===== src/sv/bmp_pkg.sv =====
package bmp_pkg;

  localparam int unsigned HEADER_BYTES = 54;
  localparam logic [5:0]  HDR_LAST     = 6'(HEADER_BYTES - 1);

  localparam logic [5:0] OFS_OFFSET = 6'h0A;
  localparam logic [5:0] OFS_WIDTH  = 6'h12;
  localparam logic [5:0] OFS_HEIGHT = 6'h16;
  localparam logic [5:0] OFS_DEPTH  = 6'h1C;
  localparam logic [5:0] OFS_COMP   = 6'h1E;

  localparam logic [15:0] SIGNATURE = 16'h4D42;
  localparam logic [15:0] DEPTH_24  = 16'd24;
  localparam logic [15:0] DEPTH_32  = 16'd32;
  localparam logic [7:0]  ALPHA_OPAQUE = 8'hFF;

  typedef enum logic [1:0] {
    KIND_PIXEL  = 2'd0,
    KIND_HEADER = 2'd1,
    KIND_ERROR  = 2'd2
  } bmp_kind_t;

  typedef enum logic [2:0] {
    ERR_NONE        = 3'd0,
    ERR_SIGNATURE   = 3'd1,
    ERR_COMPRESSED  = 3'd2,
    ERR_DIMENSIONS  = 3'd3,
    ERR_DEPTH       = 3'd4,
    ERR_OFFSET      = 3'd5,
    ERR_DATA_SHORT  = 3'd6,
    ERR_HEADER_SHORT = 3'd7
  } bmp_err_t;

  typedef struct packed {
    bmp_kind_t   kind;
    logic [7:0]  red;
    logic [7:0]  green;
    logic [7:0]  blue;
    logic [7:0]  alpha;
    logic [14:0] width;
    logic [14:0] height;
    logic [5:0]  depth;
    bmp_err_t    err;
    logic        last;
  } bmp_res_t;

endpackage


===== src/sv/bmp_decode.sv =====
module bmp_decode #(
  parameter int unsigned MAX_DIMENSION = 16384
) (
  input  logic              clk,
  input  logic              rst_n,
  input  logic              fire,
  input  logic [7:0]        file_byte,
  input  logic              end_of_file,
  output logic              res_vld,
  output bmp_pkg::bmp_res_t res
);
  import bmp_pkg::*;

  localparam int unsigned DIM_W = $clog2(MAX_DIMENSION + 1);

  typedef enum logic [4:0] {
    PH_HEADER = 5'b00001,
    PH_SKIP   = 5'b00010,
    PH_PIXEL  = 5'b00100,
    PH_PAD    = 5'b01000,
    PH_IDLE   = 5'b10000
  } bmp_phase_t;

  bmp_phase_t       phase_r, phase_nxt;
  logic [31:0]      bp_r, bp_nxt;
  logic [31:0]      off_r, off_nxt;
  logic [31:0]      width_r, width_nxt;
  logic [31:0]      height_r, height_nxt;
  logic [15:0]      depth_r, depth_nxt;
  logic             comp_nz_r, comp_nz_nxt;
  logic [15:0]      sig_r, sig_nxt;
  logic [23:0]      pix_r, pix_nxt;
  logic [DIM_W-1:0] col_r, col_nxt;
  logic [DIM_W-1:0] row_r, row_nxt;
  logic [1:0]       ch_r, ch_nxt;
  logic [1:0]       pad_r, pad_nxt;

  logic [5:0]  p;
  logic [1:0]  sel;
  logic        width_bad;
  logic        height_bad;
  bmp_err_t    hdr_err;
  logic [31:0] eff_off;
  logic        quad;
  logic        done_px;
  logic        col_end;
  logic        row_end;
  logic        do_clear;

  assign p = bp_r[5:0];

  always_comb begin
    width_bad  = (width_r == '0) || width_r[31] || (width_r > 32'(MAX_DIMENSION));
    height_bad = (height_r == '0) || height_r[31] || (height_r > 32'(MAX_DIMENSION));
    eff_off    = (off_r == '0) ? 32'(HEADER_BYTES) : off_r;
    if (sig_r != SIGNATURE) begin
      hdr_err = ERR_SIGNATURE;
    end else if (comp_nz_r) begin
      hdr_err = ERR_COMPRESSED;
    end else if (width_bad || height_bad) begin
      hdr_err = ERR_DIMENSIONS;
    end else if ((depth_r != DEPTH_24) && (depth_r != DEPTH_32)) begin
      hdr_err = ERR_DEPTH;
    end else if ((off_r != '0) && (off_r < 32'(HEADER_BYTES))) begin
      hdr_err = ERR_OFFSET;
    end else begin
      hdr_err = ERR_NONE;
    end
  end

  assign quad    = (depth_r == DEPTH_32);
  assign done_px = quad ? (ch_r == 2'd3) : (ch_r == 2'd2);
  assign col_end = ({1'b0, col_r} + 1'b1) >= {1'b0, width_r[DIM_W-1:0]};
  assign row_end = ({1'b0, row_r} + 1'b1) >= {1'b0, height_r[DIM_W-1:0]};

  always_comb begin
    phase_nxt   = phase_r;
    bp_nxt      = bp_r;
    off_nxt     = off_r;
    width_nxt   = width_r;
    height_nxt  = height_r;
    depth_nxt   = depth_r;
    comp_nz_nxt = comp_nz_r;
    sig_nxt     = sig_r;
    pix_nxt     = pix_r;
    col_nxt     = col_r;
    row_nxt     = row_r;
    ch_nxt      = ch_r;
    pad_nxt     = pad_r;
    do_clear    = 1'b0;
    sel         = '0;
    res_vld     = 1'b0;
    res.kind    = KIND_PIXEL;
    res.red     = '0;
    res.green   = '0;
    res.blue    = '0;
    res.alpha   = '0;
    res.width   = width_r[14:0];
    res.height  = height_r[14:0];
    res.depth   = depth_r[5:0];
    res.err     = ERR_NONE;
    res.last    = 1'b0;

    if (fire) begin
      case (phase_r)
        PH_HEADER: begin
          bp_nxt = bp_r + 32'd1;
          if (p < 6'd2) begin
            sel = p[1:0];
            sig_nxt[8*sel[0] +: 8] = file_byte;
          end else if (p >= OFS_OFFSET && p < OFS_OFFSET + 6'd4) begin
            sel = 2'(p - OFS_OFFSET);
            off_nxt[8*sel +: 8] = file_byte;
          end else if (p >= OFS_WIDTH && p < OFS_WIDTH + 6'd4) begin
            sel = 2'(p - OFS_WIDTH);
            width_nxt[8*sel +: 8] = file_byte;
          end else if (p >= OFS_HEIGHT && p < OFS_HEIGHT + 6'd4) begin
            sel = 2'(p - OFS_HEIGHT);
            height_nxt[8*sel +: 8] = file_byte;
          end else if (p >= OFS_DEPTH && p < OFS_DEPTH + 6'd2) begin
            sel = 2'(p - OFS_DEPTH);
            depth_nxt[8*sel[0] +: 8] = file_byte;
          end else if (p >= OFS_COMP && p < OFS_COMP + 6'd4) begin
            comp_nz_nxt = comp_nz_r | (file_byte != '0);
          end
          if (p == HDR_LAST) begin
            res_vld = 1'b1;
            if (hdr_err != ERR_NONE) begin
              res.kind = KIND_ERROR;
              res.err  = hdr_err;
              if (end_of_file) begin
                do_clear = 1'b1;
              end else begin
                phase_nxt = PH_IDLE;
              end
            end else if (end_of_file) begin
              res.kind = KIND_ERROR;
              res.err  = ERR_DATA_SHORT;
              do_clear = 1'b1;
            end else begin
              res.kind  = KIND_HEADER;
              off_nxt   = eff_off;
              pix_nxt   = '0;
              ch_nxt    = '0;
              col_nxt   = '0;
              row_nxt   = '0;
              pad_nxt   = '0;
              phase_nxt = (32'(HEADER_BYTES) >= eff_off) ? PH_PIXEL : PH_SKIP;
            end
          end else if (end_of_file) begin
            res_vld    = 1'b1;
            res.kind   = KIND_ERROR;
            res.err    = ERR_HEADER_SHORT;
            res.width  = '0;
            res.height = '0;
            res.depth  = '0;
            do_clear   = 1'b1;
          end
        end
        PH_SKIP: begin
          bp_nxt = bp_r + 32'd1;
          if (end_of_file) begin
            res_vld  = 1'b1;
            res.kind = KIND_ERROR;
            res.err  = ERR_DATA_SHORT;
            do_clear = 1'b1;
          end else if (bp_nxt >= off_r) begin
            phase_nxt = PH_PIXEL;
          end
        end
        PH_PAD: begin
          if (end_of_file) begin
            res_vld  = 1'b1;
            res.kind = KIND_ERROR;
            res.err  = ERR_DATA_SHORT;
            do_clear = 1'b1;
          end else begin
            pad_nxt = pad_r - 2'd1;
            if (pad_r == 2'd1) begin
              phase_nxt = PH_PIXEL;
            end
          end
        end
        PH_PIXEL: begin
          if (ch_r != 2'd3) begin
            pix_nxt[8*ch_r +: 8] = file_byte;
          end
          if (!done_px) begin
            ch_nxt = ch_r + 2'd1;
            if (end_of_file) begin
              res_vld  = 1'b1;
              res.kind = KIND_ERROR;
              res.err  = ERR_DATA_SHORT;
              do_clear = 1'b1;
            end
          end else begin
            ch_nxt  = '0;
            res_vld = 1'b1;
            if (!(col_end && row_end) && end_of_file) begin
              res.kind = KIND_ERROR;
              res.err  = ERR_DATA_SHORT;
              do_clear = 1'b1;
            end else begin
              res.kind  = KIND_PIXEL;
              res.red   = (ch_r == 2'd2) ? file_byte : pix_r[23:16];
              res.green = pix_r[15:8];
              res.blue  = pix_r[7:0];
              res.alpha = quad ? file_byte : ALPHA_OPAQUE;
              if (col_end && row_end) begin
                res.last = 1'b1;
                if (end_of_file) begin
                  do_clear = 1'b1;
                end else begin
                  phase_nxt = PH_IDLE;
                end
              end else if (col_end) begin
                col_nxt = '0;
                row_nxt = row_r + 1'b1;
                if (!quad && (width_r[1:0] != 2'd0)) begin
                  pad_nxt   = width_r[1:0];
                  phase_nxt = PH_PAD;
                end
              end else begin
                col_nxt = col_r + 1'b1;
              end
            end
          end
        end
        PH_IDLE: begin
          if (end_of_file) begin
            do_clear = 1'b1;
          end
        end
        default: begin
          phase_nxt = PH_HEADER;
        end
      endcase
    end

    if (do_clear) begin
      phase_nxt   = PH_HEADER;
      bp_nxt      = '0;
      off_nxt     = '0;
      width_nxt   = '0;
      height_nxt  = '0;
      depth_nxt   = '0;
      comp_nz_nxt = 1'b0;
      sig_nxt     = '0;
      pix_nxt     = '0;
      col_nxt     = '0;
      row_nxt     = '0;
      ch_nxt      = '0;
      pad_nxt     = '0;
    end
  end

  always_ff @(posedge clk) begin
    if (!rst_n) begin
      phase_r   <= PH_HEADER;
      bp_r      <= '0;
      off_r     <= '0;
      width_r   <= '0;
      height_r  <= '0;
      depth_r   <= '0;
      comp_nz_r <= 1'b0;
      sig_r     <= '0;
      pix_r     <= '0;
      col_r     <= '0;
      row_r     <= '0;
      ch_r      <= '0;
      pad_r     <= '0;
    end else begin
      phase_r   <= phase_nxt;
      bp_r      <= bp_nxt;
      off_r     <= off_nxt;
      width_r   <= width_nxt;
      height_r  <= height_nxt;
      depth_r   <= depth_nxt;
      comp_nz_r <= comp_nz_nxt;
      sig_r     <= sig_nxt;
      pix_r     <= pix_nxt;
      col_r     <= col_nxt;
      row_r     <= row_nxt;
      ch_r      <= ch_nxt;
      pad_r     <= pad_nxt;
    end
  end

endmodule


===== src/sv/bmp_out_fifo.sv =====
module bmp_out_fifo (
  input  logic              clk,
  input  logic              rst_n,
  input  logic              push,
  input  bmp_pkg::bmp_res_t push_data,
  output logic              room,
  output logic              out_valid,
  input  logic              out_ready,
  output bmp_pkg::bmp_res_t out_data
);
  import bmp_pkg::*;

  bmp_res_t   mem_r [2];
  logic       wr_ptr_r, wr_ptr_nxt;
  logic       rd_ptr_r, rd_ptr_nxt;
  logic [1:0] cnt_r, cnt_nxt;
  logic       pop;

  assign room      = (cnt_r != 2'd2);
  assign out_valid = (cnt_r != 2'd0);
  assign out_data  = mem_r[rd_ptr_r];
  assign pop       = out_valid && out_ready;

  always_comb begin
    wr_ptr_nxt = push ? ~wr_ptr_r : wr_ptr_r;
    rd_ptr_nxt = pop ? ~rd_ptr_r : rd_ptr_r;
    cnt_nxt    = cnt_r + 2'(push) - 2'(pop);
  end

  always_ff @(posedge clk) begin
    if (push) begin
      mem_r[wr_ptr_r] <= push_data;
    end
  end

  always_ff @(posedge clk) begin
    if (!rst_n) begin
      wr_ptr_r <= 1'b0;
      rd_ptr_r <= 1'b0;
      cnt_r    <= '0;
    end else begin
      wr_ptr_r <= wr_ptr_nxt;
      rd_ptr_r <= rd_ptr_nxt;
      cnt_r    <= cnt_nxt;
    end
  end

endmodule


===== src/sv/bmp_stream_to_rgba_unit.sv =====
// BMP byte stream to RGBA pixel decoder for uncompressed 24- and 32-bit files.
// The input channel carries one file byte per beat, with in_end_of_file set on
// the final byte of a file. The result channel carries at most one result per
// input beat: a header acceptance, an error with its code, or one RGBA pixel
// with out_last_pixel marking the final pixel of the image.
// Each byte is held in an input register, decoded by the header and pixel
// logic once the output queue has room, and written into a two-entry output
// queue, from which the result is offered to the receiver. One byte is taken
// per cycle for as long as the receiver keeps up.
// When the receiver stalls, the output queue absorbs up to two results and
// in_ready then drops until a result is taken; nothing is lost or repeated.
// Synchronous active-low reset empties the input register and the queue and
// returns the decoder to waiting for the first byte of a header.
module bmp_stream_to_rgba_unit #(
  parameter int unsigned MAX_DIMENSION = 16384
) (
  input  logic        clk,
  input  logic        rst_n,
  input  logic        in_valid,
  output logic        in_ready,
  input  logic [7:0]  in_file_byte,
  input  logic        in_end_of_file,
  output logic        out_valid,
  input  logic        out_ready,
  output logic [1:0]  out_result_kind,
  output logic [7:0]  out_red,
  output logic [7:0]  out_green,
  output logic [7:0]  out_blue,
  output logic [7:0]  out_alpha,
  output logic [14:0] out_image_width,
  output logic [14:0] out_image_height,
  output logic [5:0]  out_bits_per_pixel,
  output logic [2:0]  out_error_code,
  output logic        out_last_pixel
);
  import bmp_pkg::*;

  logic       in_vld_r, in_vld_nxt;
  logic [7:0] byte_r;
  logic       eof_r;
  logic       fire;
  logic       room;
  logic       res_vld;
  bmp_res_t   res;
  bmp_res_t   out_data;

  assign fire     = in_vld_r && room;
  assign in_ready = !in_vld_r || fire;

  always_comb begin
    in_vld_nxt = in_valid ? 1'b1 : (in_vld_r && !fire);
    if (!in_ready) begin
      in_vld_nxt = in_vld_r;
    end
  end

  always_ff @(posedge clk) begin
    if (!rst_n) begin
      in_vld_r <= 1'b0;
    end else begin
      in_vld_r <= in_vld_nxt;
    end
  end

  always_ff @(posedge clk) begin
    if (in_valid && in_ready) begin
      byte_r <= in_file_byte;
      eof_r  <= in_end_of_file;
    end
  end

  bmp_decode #(
    .MAX_DIMENSION(MAX_DIMENSION)
  ) u_decode (
    .clk         (clk),
    .rst_n       (rst_n),
    .fire        (fire),
    .file_byte   (byte_r),
    .end_of_file (eof_r),
    .res_vld     (res_vld),
    .res         (res)
  );

  bmp_out_fifo u_out_fifo (
    .clk       (clk),
    .rst_n     (rst_n),
    .push      (fire && res_vld),
    .push_data (res),
    .room      (room),
    .out_valid (out_valid),
    .out_ready (out_ready),
    .out_data  (out_data)
  );

  assign out_result_kind    = out_data.kind;
  assign out_red            = out_data.red;
  assign out_green          = out_data.green;
  assign out_blue           = out_data.blue;
  assign out_alpha          = out_data.alpha;
  assign out_image_width    = out_data.width;
  assign out_image_height   = out_data.height;
  assign out_bits_per_pixel = out_data.depth;
  assign out_error_code     = out_data.err;
  assign out_last_pixel     = out_data.last;

endmodule

===== config.mk =====
export PLATFORM = sky130hd
export DESIGN_NAME = bmp_stream_to_rgba_unit
export DESIGN_NICKNAME = d
export VERILOG_FILES = /design/src/sv/bmp_pkg.sv /design/src/sv/bmp_decode.sv /design/src/sv/bmp_out_fifo.sv /design/src/sv/bmp_stream_to_rgba_unit.sv
export SDC_FILE = /design/constraint.sdc
export NUM_CORES = 1
export LEC_CHECK = 0
export ABC_AREA = 1
export BUFFER_PORTS_ARGS = -buffer_cell sky130_fd_sc_hd__buf_4
export CAP_MARGIN = 15
export CORE_MARGIN = 4
export CORE_UTILIZATION = 62
export DETAILED_ROUTE_END_ITERATION = 10
export HOLD_SLACK_MARGIN = 0.1
export PLACE_DENSITY = 0.8
export SYNTH_ARGS = -nofsm -noshare
export SYNTH_HDL_FRONTEND = slang
export SYNTH_HIERARCHICAL = 1
export SYNTH_SLANG_ARGS = --single-unit
export TNS_END_PERCENT = 100

===== constraint.sdc =====
create_clock -name clk -period 7.6 [get_ports clk]
set_clock_uncertainty 0.05 [all_clocks]
set_input_delay 0.76 -clock clk [delete_from_list [all_inputs] [get_ports clk]]
set_output_delay 0.76 -clock clk [all_outputs]
set_load 0.02 [all_outputs]

After elaboration in Yosys (flattened, before gate mapping) --
Memory sizes are Yosys's and may differ from the RTL's. A register that Yosys moved wholly into a read port is not among the register bits. Cells that the tools add are included.
Cells by class: $add $sub $neg 19, multipliers 0, divide/modulo/power cells 0, $lt $le $gt $ge 18, eq/ne operators 31, shift operators 12, mux-type cells 104, bitwise gates (word level) 10, reductions and logical operators 52
Operators with widths (number):
- two-way mux 32 bit | 9
- two-way mux 15 bit | 11
- negator 5 -> 34 bit | 4
- variable shift 8 x 34 -> 32 bit, first input constant | 3
- indexed part select 8 x 34 -> 32 bit | 3
- bitwise mux 32 bit | 3
- logical NOT 32 bit | 3
- two-way mux 24 bit | 4
- two-way mux 74 bit | 1
- two-way mux 36 bit | 2
- negator 4 -> 34 bit | 2
- variable shift 8 x 34 -> 16 bit, first input constant | 2
- indexed part select 8 x 34 -> 16 bit | 2
- two-way mux 5 bit | 13
- > comparator 32 x 15 -> 1 bit, second input constant | 2
- case mux 15 bit (2 select lines) | 2
- case mux 24 bit (2 select lines) | 1
- two-way mux 39 bit | 1
- variable shift 8 x 34 -> 24 bit, first input constant | 1
- indexed part select 8 x 34 -> 24 bit | 1
- two-way mux 3 bit | 11
- adder 15 x 1 -> 16 bit, second input constant | 2
- adder 32 x 1 -> 32 bit, second input constant | 1
- bitwise mux 16 bit | 2
- 63 further kinds | 160
Storage, ports and cells: bits in registers 238, latch bits 0, memory bits (writable) 148, memory bits (read-only) 0, input bits 13, output and inout port bits 76, word-level logic and storage cells 266, memories 1
Memory list:
- u_out_fifo.mem_r | words 2, bits a word 74, rd ports 1, clocked after memory_dff 1, wr ports 1, RTL line bmp_out_fifo.sv:13 | bmp_res_t mem_r [2];

Depth between registers and ports, before layout --
Gate-level depths: netlist of run 1.
word-level depth 12, mapped depth 30, gate-level depth less buffers 29

Modules after synthesis --
The synthesis of run 1 kept the hierarchy.
By module, submodules not included:
- bmp_decode | times used 1, cells each 2299, area an instance 14350.0 um2, seq. area each 4484.3 um2
- bmp_out_fifo | times used 1, cells each 266, area an instance 5824.3 um2, seq. area each 4544.4 um2
- bmp_stream_to_rgba_unit | times used 1, cells each 20, area an instance 336.6 um2, seq. area each 290.3 um2

Worst setup path after synthesis of run 1 --
Ideal clock, no wire load.
path type register to register, start point reg u_decode.bp_r[0], end point mem u_out_fifo/mem_r[0][0] (netlist name), enable pin, library setup time 507 ps, data arrival time 4913 ps, data required time 7043 ps, slack 2130 ps, cell stages (with the launch flop) 13, buffers on the path 0, period minus slack after synthesis 5470 ps, path through dfxtp_1 > ha_1 > nor3b_1 > nand3_1 > inv_1 > nor2_1 > inv_1 > o21ai_0 > a221oi_1 > inv_1 > nor2_1 > inv_1 > nor2_1
On the way: word-level cells in the longest chain between the ends 7
RTL lines:
- start: declaration | RTL line bmp_decode.sv:25 | logic [31:0] bp_r, bp_nxt;
- start signal: assignment | RTL line bmp_decode.sv:274 | bp_r <= bp_nxt;
- equality test 6 bit | RTL line bmp_decode.sv:126 | if (p == HDR_LAST) begin
- two-way mux 1 bit | RTL line bmp_decode.sv:126
- case mux 1 bit (3 select lines) | RTL line bmp_decode.sv:105 | case (phase_r)
- two-way mux 1 bit | RTL line bmp_decode.sv:104 | if (fire) begin
- net res_vld | RTL line bmp_stream_to_rgba_unit.sv:43 | logic res_vld;
- logical AND 1 bit | RTL line bmp_stream_to_rgba_unit.sv:87 | .push (fire && res_vld),
- two-way mux 1 bit | RTL line bmp_out_fifo.sv:31 | if (push) begin
- two-way mux 1 bit (not written as such) | RTL line bmp_out_fifo.sv:32 | mem_r[wr_ptr_r] <= push_data;
- end: declaration | RTL line bmp_out_fifo.sv:13
The timed path passes the listed nets, and every way through them passes these cells.

Final worst setup path of run 1 --
start point reg u_decode.bp_r[0], end point reg u_decode.phase_r[1]
On the way: word-level cells in the longest chain between the ends 4, elaborated cells on any way between the ends 6, classes of those cells 1 x add/sub; 1 x order compare; 3 x eq/ne; 1 x reduce/logical
RTL lines:
- adder 32 x 1 -> 32 bit | RTL line bmp_decode.sv:161 | bp_nxt = bp_r + 32'd1;
- greater-or-equal comparator 32 bit | RTL line bmp_decode.sv:167 | end else if (bp_nxt >= off_r) begin
- != test 2 x 1 -> 1 bit (no line)
- AND reduction 12 bit (no line) *
- end signal: assignment | RTL line bmp_decode.sv:273 | phase_r <= phase_nxt;
- end: declaration | RTL line bmp_decode.sv:24 | bmp_phase_t phase_r, phase_nxt;
Every way passes the cells marked *; elsewhere a longest branch is shown, timed or not. A chain may end at the register's enable or synchronous reset.

==> results of run 1 <==
## worst max-delay path, delay by kind of cell, from the launching register on
| kind | cells | cell delay, ps |
|---|---|---|
| xor+xnor | 1 | 230 |
| buf+inv | 1 | 70 |
| simple gates | 17 | 2570 |
| fa+ha+maj | 2 | 610 |
| flops | 1 | 980 |
| compound gates | 1 | 140 |
## cell type report
type | count | area [µm²]
tap | 442 | 553
timing repair buffer | 103 | 791
fill | 2531 | 9830
inverter | 403 | 1520
multi-input combinational | 1705 | 9240
sequential | 387 | 9320
clock inverter | 19 | 218
clock buffer | 53 | 1150
## metrics by stage
stage | total power, W | worst slack, ps | cells | instance area (µm²)
after floorplan | 0.00266 | 2130 | 2585 | 20500
after global placement | 0.00279 | 3100 | 3038 | 21400
after detailed placement | 0.00281 | 2990 | 3038 | 21400
after CTS | 0.00481 | 2980 | 3110 | 22800
after global routing | 0.00495 | 2400 | 3112 | 22800
final | 0.00479 | 2880 | 3112 | 22800
## final timing paths
path,from,to,slack (ps),cells past startpoint
worst max-delay path,u_decode/bp_r[0]$_SDFFE_PP0P_,u_decode/phase_r[1]$_SDFFE_PP0P_,2880,22
worst min-delay path,in_file_byte[1],byte_r[1]$_DFFE_PP_,350,1
worst max register to register,u_decode/bp_r[0]$_SDFFE_PP0P_,u_decode/phase_r[1]$_SDFFE_PP0P_,2880,22
worst min register to register,u_decode/width_r[31]$_SDFFE_PP0P_,u_decode/width_r[31]$_SDFFE_PP0P_,400,2
## flip-flops by register name, indices dropped and copies added (netlist names), 8 cells and up, named ones only
register and flops:
byte_r 8, u_decode/height_r 32, u_decode/row_r 15, u_decode/off_r 32, u_out_fifo/mem_r 148, u_decode/pix_r 24, u_decode/width_r 32, u_decode/depth_r 16
u_decode/sig_r 16, u_decode/bp_r 32, u_decode/col_r 15
## metal layers
layer  wire (µm)  GRT usage
met5           0          0
met4        2220      0.118
met3        3390     0.0433
met2       24700      0.482
met1       21300      0.355
## where the power goes
group	internal (W)	total (W)	switching, W	leakage, nW
registers	0.00219	0.00224	0.0000556	3.52
logic	0.000202	0.000533	0.000332	5.86
clock network	0.00120	0.00201	0.000810	0.675
total	0.00359	0.00479	0.00120	10.1
## cells in the mapped netlist (2+ instances only)
library cell,count
mux2_2,14
o21ai_0,97
mux2_4,60
inv_2,12
nor3_2,3
a21oi_2,2
a211oi_1,40
buf_2,20
o22ai_1,2
xor2_1,42
and2_1,3
o211ai_1,23
nand3b_1,3
buf_6,10
and3_1,2
o211a_1,3
clkbuf_1,55
a21oi_1,164
ha_1,78
a31oi_1,2
nand2_1,541
a21o_1,3
nand4_1,64
clkinv_1,3
dfxtp_1,230
nor2_1,422
edfxtp_1,157
xnor2_1,2
o21ai_1,3
nor2_4,3
nor4_1,5
nand3_4,3
nor2_2,9
inv_1,387
nand3_1,67
nor3_1,29
nand2_2,5
buf_4,3
## cells by family after synthesis
family,after synthesis
multiplexers,74
flip-flops,387
AO/OA/AOI/OAI,345
AND/OR/NAND/NOR,1164
XOR/XNOR,44
adder cells (fa/ha/maj),78
buffers and inverters,493
==> flow_summary.json, run 1 <==
{
  "status": "completed",
  "peakVddDrop_mv": 0.156,
  "grt.total_usage": 0.281,
  "hold_viol_final": 0,
  "cts_tree": "yes",
  "drc": 0,
  "critPathKind": "flip-flop to flip-flop",
  "p_leak_nw": 10.1,
  "yosys-mux-area-fraction": 0.0516,
  "grt_max_degree": 128,
  "firstDrtPassIters": 5,
  "layout_common_cells": "540 x nand2_1, 420 x nor2_1, 386 x inv_1, 229 x dfxtp_1, 163 x a21oi_1",
  "finalSetupViolCount": 0,
  "cts_setup_buffers": 0,
  "rsz0062_at_grt": "no",
  "cts_buffers": 39,
  "timing.hold.ws_ps": 354,
  "final_antenna_net_count": 0,
  "htree_levels": 2,
  "die_area_um2": 36100,
  "cp-start-kind": "flip-flop",
  "area_growth_pct": 11.1,
  "first_global_vias": 16800,
  "fin_nets": 2730,
  "cts_sinks": 387,
  "path_clk_slew_ps": 60,
  "synth_warnings": 6,
  "coreArea_um2": 32600,
  "gp_congestion": 1.00,
  "hold_class": "input port to flip-flop",
  "fin_crit_sh": 0.622,
  "worstPathRequired_ps": 8010,
  "netlist_top_cells_area": "edfxtp_1 23%, dfxtp_1 22%, nand2_1 9.9%",
  "mostFrequentLayoutCell": "nand2_1",
  "ios": 89,
  "root_buffer": "clkbuf_16",
  "synth_nets": 2676,
  "drive_above_1_share": 0.110,
  "start_util": 0.629,
  "synth_top_cell_by_area": "edfxtp_1",
  "die_x_um": 190,
  "async_flop_share": 0,
  "cp.arrival_ps": 5130,
  "synthFlopType": "dfxtp_1",
  "grt_pass1_wl_mm": 83.1,
  "synth_top_family_by_area": "simple AND/OR/NAND/NOR gates",
  "die_height_um": 190,
  "grt_antenna_before_repair": 0,
  "fmax_ghz": 0.212,
  "synth_xor_area_frac": 0.0188,
  "maxCapViolations": 0,
  "synth_adder_area_share": 0.0476,
  "n_antenna_cell": 0,
  "fin_util": 0.699,
  "placementRows": 66,
  "slew_headroom": 0.313,
  "ys_seq_elements": 387,
  "critical-path-slowest-cell": "dfxtp_1",
  "synth_edf_count": 157,
  "syn-cell-area_um2": 20500,
  "power_density_nw_per_um2": 210,
  "via_per_inst": 5.55,
  "drtIter0Drc": 1762,
  "yosysUniqueCellTypes": 52,
  "vias": 17300,
  "crit_chain": "ha_1 -> nand3_1 -> nor2_1 -> nand4_1 -> nor2_1 -> nand2_1 -> nor2_1 -> nand2_1 -> nor4_1 -> xor2_1 -> inv_1 -> ha_1 -> nand2_1 -> nor3_1 -> nand3_1 -> nor3_1 -> nand3_1 -> nand4_1 -> nand2_1 -> nor2_1 -> nand2_1 -> a21oi_1",
  "tns_ps": 0,
  "worstMarginPinSlew_ps": 1030,
  "hpwl_mm": 36.1,
  "critPathMaxStageDelay_ps": 980,
  "cts.repair.resized": 0,
  "syn-instance-count": 2585,
  "ctsHoldBuffers": 0,
  "endpoint_kind": "flip-flop",
  "grt.overflow.total": 0,
  "crit_fanout": 29,
  "synth-simple-area-share": 0.236,
  "routed_wl_mm": 51.6,
  "cts_buffer_depth": 3,
  "fin_crit_ps": 4720,
  "clk_latency_ps": 540,
  "seq_area_frac_synth": 0.454,
  "worst_path_most_repeated_cell": "nand2_1",
  "maxSlewViolCount": 0,
  "synth_top_area_frac": 0.230,
  "avgSynthCellArea_um2": 7.93,
  "wl_per_cell_um": 16.6,
  "portBuffers": 88,
  "synth_compound_area_frac": 0.0955
}
Note: power is estimated with default switching activity, not from simulation.
==> run 2, diff against run 1 <==
- CORE_UTILIZATION: 62 -> 56
- PLACE_DENSITY: 0.8 -> 0.76
- clock period: 7.6 -> 3.9 ns (I/O delays scaled with it)
==> run 2 against run 1 <==
  * Critical path depth grew 1
  * Sequential power is 94% higher
  * Design area rose by 3.0%
  * Maximum frequency grew 29%
  * Cell count rose by 2.5%
  * Count of clock-buffer cells in the layout grew 8
  * Die area increased by 10%
  * Sequential share of layout area down 1.2 points
  * Via count is 1.0% lower
  * First-iteration DRC count down 26%
  * Power is 96% higher
  * Wire length is 1.5% lower
  * Critical endpoint unchanged
  * Largest power group unchanged
==> flow_summary.json, run 2 (synthesis results as in run 1) <==
{
  "power_density_nw_per_um2": 399,
  "crit_start": "u_decode/bp_r[0]$_SDFFE_PP0P_",
  "placementRows": 69,
  "final_antenna_net_count": 0,
  "grt.overflow.total": 0,
  "critical-path-slowest-cell": "dfxtp_4",
  "cts_sinks": 387,
  "hpwl_mm": 36.6,
  "endpoint_kind": "flip-flop",
  "critPathMaxStageDelay_ps": 380,
  "critPathKind": "flip-flop to flip-flop",
  "fin_nets": 2786,
  "combPwrFrac": 0.116,
  "seqCellArea_um2": 9330,
  "grt_antenna_before_repair": 0,
  "cp-start-kind": "flip-flop",
  "clk_latency_ps": 590,
  "layout_common_cells": "538 x nand2_1, 409 x nor2_1, 385 x inv_1, 225 x dfxtp_1, 162 x a21oi_1",
  "p_leak_nw": 10.4,
  "slew_headroom": 0.254,
  "drive_above_1_share": 0.133,
  "n_antenna_cell": 0,
  "reg2reg_depth": 23,
  "crit_fanout": 5,
  "hold_class": "flip-flop to flip-flop",
  "maxCapViolations": 0,
  "cp.arrival_ps": 4110,
  "switching_share": 0.259,
  "path_buf_inv": 2,
  "drtIter0Drc": 1306,
  "drc": 0,
  "worstPathRequired_ps": 4360,
  "gp_congestion": 0.952,
  "sequentialPowerShare": 0.465,
  "finalSetupViolCount": 0,
  "die_x_um": 199,
  "peakVddDrop_mv": 0.355,
  "maxSlewViolCount": 0,
  "tns_ps": 0,
  "worstReg2RegStart": "u_decode/bp_r[0]$_SDFFE_PP0P_",
  "cts_buffer_depth": 3,
  "mostFrequentLayoutCell": "nand2_1",
  "multi_input_area_um2": 9380,
  "die_area_um2": 39800,
  "grt.total_usage": 0.253,
  "firstDrtPassIters": 6,
  "fillCellCount": 2933,
  "first_global_vias": 16100,
  "worst_path_most_repeated_cell": "nand2_1",
  "grt_max_degree": 98,
  "vias": 17100,
  "cts_tree": "yes",
  "crit_chain": "ha_4 -> nand3_2 -> nor2_2 -> nand4_1 -> nor2_1 -> nand2_1 -> nor2_2 -> nand2_2 -> nor4_4 -> xor2_1 -> inv_1 -> ha_1 -> nand2_1 -> nor3_2 -> nand3_1 -> nor3_2 -> nand3_1 -> nand4_1 -> buf_6 -> nand2_1 -> nor2_4 -> nand2_1 -> a21oi_2",
  "ios": 89,
  "hold_viol_final": 0,
  "portBuffers": 88,
  "coreArea_um2": 35800,
  "path_clk_slew_ps": 70,
  "area_growth_pct": 14.5,
  "grt_pass1_wl_mm": 81.8,
  "wl_per_cell_um": 15.9,
  "routed_wl_mm": 50.8,
  "largest_register_ffs": 148,
  "critical_path.reg2reg.endpoint": "u_decode/phase_r[1]$_SDFFE_PP0P_",
  "die_height_um": 199,
  "fin_crit_ps": 3650,
  "via_per_inst": 5.36,
  "critPathTopFamily": "simple AND/OR/NAND/NOR gates",
  "cts_buffers": 41,
  "htree_levels": 2,
  "root_buffer": "clkbuf_16",
  "worstMarginPinSlew_ps": 1120,
  "regMostFlops": "u_out_fifo/mem_r",
  "status": "completed",
  "clockPowerShare": 0.419,
  "fmax_ghz": 0.274,
  "fin_crit_sh": 0.936,
  "start_util": 0.572,
  "ff2ff_setup_slack_ps": 250,
  "power.internal_w": 0.00694,
  "fin_util": 0.655,
  "worstSetupEndpoint": "u_decode/phase_r[1]$_SDFFE_PP0P_",
  "cp.depth": 23,
  "p_switching_w": 0.00243
}
[run 2: cell count changes in the layout (fill, tap and decap cells not counted), sizes merged]
cell / before / now
clkinv: 14 / 9
clkinvlp: 3 / 7
clkbuf: 54 / 61
bufinv: 4 / 1
dlygate4sd3: 0 / 12
buf: 102 / 145
[run 2: final cells by class]
type	count	area share
Multi-Input combinational cell	1705	0.399
Sequential cell	387	0.397
Inverter	403	0.0646
Timing Repair Buffer	157	0.0550
Clock buffer	61	0.0518
Tap cell	461	0.0246
Clock inverter	15	0.00719
[run 2: repair_timing]
action / 4_1_cts / 5_1_grt
endpoints found under the hold margin: 15 / 0
buffers inserted: 0 / 6
hold buffers: 12 / 0
endpoints found under the setup margin: 0 / 109
gates resized for setup: 0 / 44
[run 2: power by group through the flow]
stage	Combinational, W	Clock, W	Sequential (W)
6_report	0.00108	0.00393	0.00435
5_1_grt	0.00118	0.00417	0.00436
4_1_cts	0.00107	0.00399	0.00435
3_5_place_dp	0.00106	0	0.00444
3_3_place_gp	0.00104	0	0.00444
2_1_floorplan	0.000809	0	0.00438
[run 2: worst min-delay path, cell delays in order, from the launching register on]
cell	delay, ps
dfxtp_1	300
inv_1	60
a21oi_1	50
[run 2: per-layer routing]
| metal | up-vias | share of wire | GRT usage |
|---|---|---|---|
| met1 | 7885 | 0.43 | 0.339 |
| li1 | 8569 | - | - |
| met5 | - | 0 | 0 |
| met2 | 540 | 0.47 | 0.418 |
| met4 | 0 | 0.031 | 0.0875 |
| met3 | 104 | 0.069 | 0.0425 |
[run 2: worst min path at each step]
stage	from	endpoint	depth (start not counted)
finish	u_decode/width_r[31]$_SDFFE_PP0P_	u_decode/width_r[31]$_SDFFE_PP0P_	2
CTS	u_decode/width_r[31]$_SDFFE_PP0P_	u_decode/width_r[31]$_SDFFE_PP0P_	2
global placement	u_decode/width_r[27]$_SDFFE_PP0P_	u_decode/width_r[27]$_SDFFE_PP0P_	2
floorplan	u_decode/width_r[31]$_SDFFE_PP0P_	u_decode/width_r[31]$_SDFFE_PP0P_	2
global route	u_decode/width_r[31]$_SDFFE_PP0P_	u_decode/width_r[31]$_SDFFE_PP0P_	2
detailed placement	u_decode/width_r[31]$_SDFFE_PP0P_	u_decode/width_r[31]$_SDFFE_PP0P_	2
[run 2: stage by stage]
step | worst slack (ps) | hold WS, ps | power (W) | cell area [µm²] | std cells
finish | 251 | 399 | 0.00936 | 23500 | 3189
global placement | 226 | 387 | 0.00548 | 21800 | 3095
global route | -62.8 | 430 | 0.00971 | 23500 | 3189
floorplan | 124 | 376 | 0.00519 | 20500 | 2585
CTS | 6.78 | 402 | 0.00942 | 23300 | 3183
detailed placement | 27.7 | 393 | 0.00550 | 21800 | 3095
==> run 3, diff against run 2 <==
- REMOVE_ABC_BUFFERS: default -> 1
==> run 3 against run 2 <==
  * Sequential power is essentially flat
  * Count of clock-buffer cells in the layout decreased by 6
  * Power fell by 0.32%
  * Utilization down 0.61 points
  * First-iteration DRC count is 9.7% higher
  * Wire length rose by 3.4%
  * Non-clock buffer count decreased by 14
  * Critical path type unchanged
==> flow_summary.json, run 3 (synthesis results as in run 1) <==
{
  "status": "completed",
  "fillCellCount": 2961,
  "via_per_inst": 5.48,
  "drtIter0Drc": 1433,
  "peakVddDrop_mv": 0.352,
  "htree_levels": 2,
  "coreArea_um2": 35800,
  "worstPathRequired_ps": 4100,
  "grt_max_degree": 98,
  "start_util": 0.572,
  "regMostFlops": "u_out_fifo/mem_r",
  "largest_register_ffs": 148,
  "final_antenna_net_count": 0,
  "placed_area_um2": 21700,
  "gp_congestion": 0.951,
  "placementRows": 69,
  "cp-start-kind": "flip-flop",
  "maxCapViolations": 0,
  "fin_ws_ps": 234,
  "grt.overflow.total": 0,
  "hold_viol_final": 0,
  "fin_nets": 2772,
  "routed_wl_mm": 52.5,
  "ios": 89,
  "n_antenna_cell": 0,
  "power_density_nw_per_um2": 401,
  "portBuffers": 88,
  "layout_common_cells": "538 x nand2_1, 413 x nor2_1, 386 x inv_1, 226 x dfxtp_1, 163 x a21oi_1",
  "finalPower_w": 0.00933,
  "cts_tree": "yes",
  "first_global_vias": 16500,
  "cts_buffer_depth": 3,
  "path_clk_slew_ps": 60,
  "grt_antenna_before_repair": 0,
  "crit_fanout": 42,
  "worstMarginPinSlew_ps": 1160,
  "endpoint_kind": "flip-flop",
  "die_area_um2": 39800,
  "mostFrequentLayoutCell": "nand2_1",
  "fin_area_um2": 23300,
  "cts_buffers": 41,
  "die_height_um": 199,
  "slew_headroom": 0.229,
  "drc": 0,
  "hold_class": "flip-flop to flip-flop",
  "dpl_worst_slack_ps": -1.80,
  "wl_per_cell_um": 16.6,
  "finalSetupViolCount": 0,
  "grt_pass1_wl_mm": 83.4,
  "fin_crit_ps": 3670,
  "p_leak_nw": 10.3,
  "area_growth_pct": 13.4,
  "cts_sinks": 387,
  "fin_crit_sh": 0.940,
  "root_buffer": "clkbuf_16",
  "maxSlewViolCount": 0,
  "critPathKind": "flip-flop to flip-flop",
  "vias": 17400,
  "grt.total_usage": 0.259,
  "hpwl_mm": 37.1,
  "drive_above_1_share": 0.122,
  "clk_latency_ps": 580,
  "die_x_um": 199,
  "cp.arrival_ps": 3860,
  "fin_util": 0.649,
  "fmax_ghz": 0.273,
  "firstDrtPassIters": 7
}
[run 3: cell count changes in the layout (fill, tap and decap cells not counted), moves of 2 or more]
cell / previous run / this run
clkinv_1: 3 / 6
clkinvlp_4: 7 / 1
clkinv_2: 4 / 9
nor2_4: 8 / 6
clkbuf_1: 9 / 11
nor2_2: 17 / 15
buf_4: 137 / 123
nor2_1: 409 / 413
clkbuf_8: 9 / 3
buf_6: 2 / 0
bufinv_16: 1 / 4
dfxtp_4: 3 / 1
[run 3: routing by layer]
metal  global-route usage  wire [µm]  vias up
met4                0.107       1980        0
met1                0.336      22300     8129
met2                0.436      24700      585
met3               0.0403       3560      122
li1                     -          -     8543
met5                    0          0        -
[run 3: final timing paths]
kind,from,endpoint,cells past startpoint,slack (ps)
min reg2reg,u_decode/width_r[31]$_SDFFE_PP0P_,u_decode/width_r[31]$_SDFFE_PP0P_,2,410
max reg2reg,u_decode/bp_r[0]$_SDFFE_PP0P_,u_out_fifo/mem_r[1][63]$_DFFE_PP_,14,230
min,u_decode/width_r[31]$_SDFFE_PP0P_,u_decode/width_r[31]$_SDFFE_PP0P_,2,410
max,u_decode/bp_r[0]$_SDFFE_PP0P_,u_out_fifo/mem_r[1][63]$_DFFE_PP_,14,230
[run 3: where the power goes]
part / leakage, nW / total, W / switching (W) / internal, W
Sequential: 3.52 / 0.00433 / 0.0000697 / 0.00426
Combinational: 6.09 / 0.00111 / 0.000693 / 0.000415
Clock: 0.655 / 0.00390 / 0.00162 / 0.00227
Total: 10.3 / 0.00933 / 0.00239 / 0.00695
[run 3: worst max-delay path, stage by stage, from the launching register on]
cell      delay (ps)
dfxtp_1          390
buf_4            320
ha_1             200
nor3b_1          190
nand3_1          200
inv_1            150
nor2_1            70
inv_1             90
o21ai_0           70
a221oi_1         380
inv_1            150
nor2_1           280
nand2_1          140
inv_2            300
buf_12           290
[run 3: cell type report]
class                           instances  area, µm²  area share
Timing Repair Buffer                  143       1190      0.0513
Inverter                              403       1520      0.0652
Clock buffer                           55       1110      0.0477
Clock inverter                         20        225     0.00968
Multi-Input combinational cell       1705       9310       0.400
Tap cell                              461        577      0.0248
Sequential cell                       387       9330       0.401
[run 3: metrics by stage]
stage,hold WS [ps],setup TNS [ps],instances
final,405,0,3174
after global routing,422,-80.2,3174
after CTS,408,0,3173
after detailed placement,399,-1.80,3085
after global placement,387,0,3085
after floorplan,376,-221070,2495
[run 3: repair_timing]
action                                  4_1_cts  5_1_grt
endpoints found under the setup margin        9       51
setup buffers                                 0        1
pin swaps                                     0        2
hold buffers                                 13        0
hold endpoints to repair                     15        0
gates resized for setup                       1       24
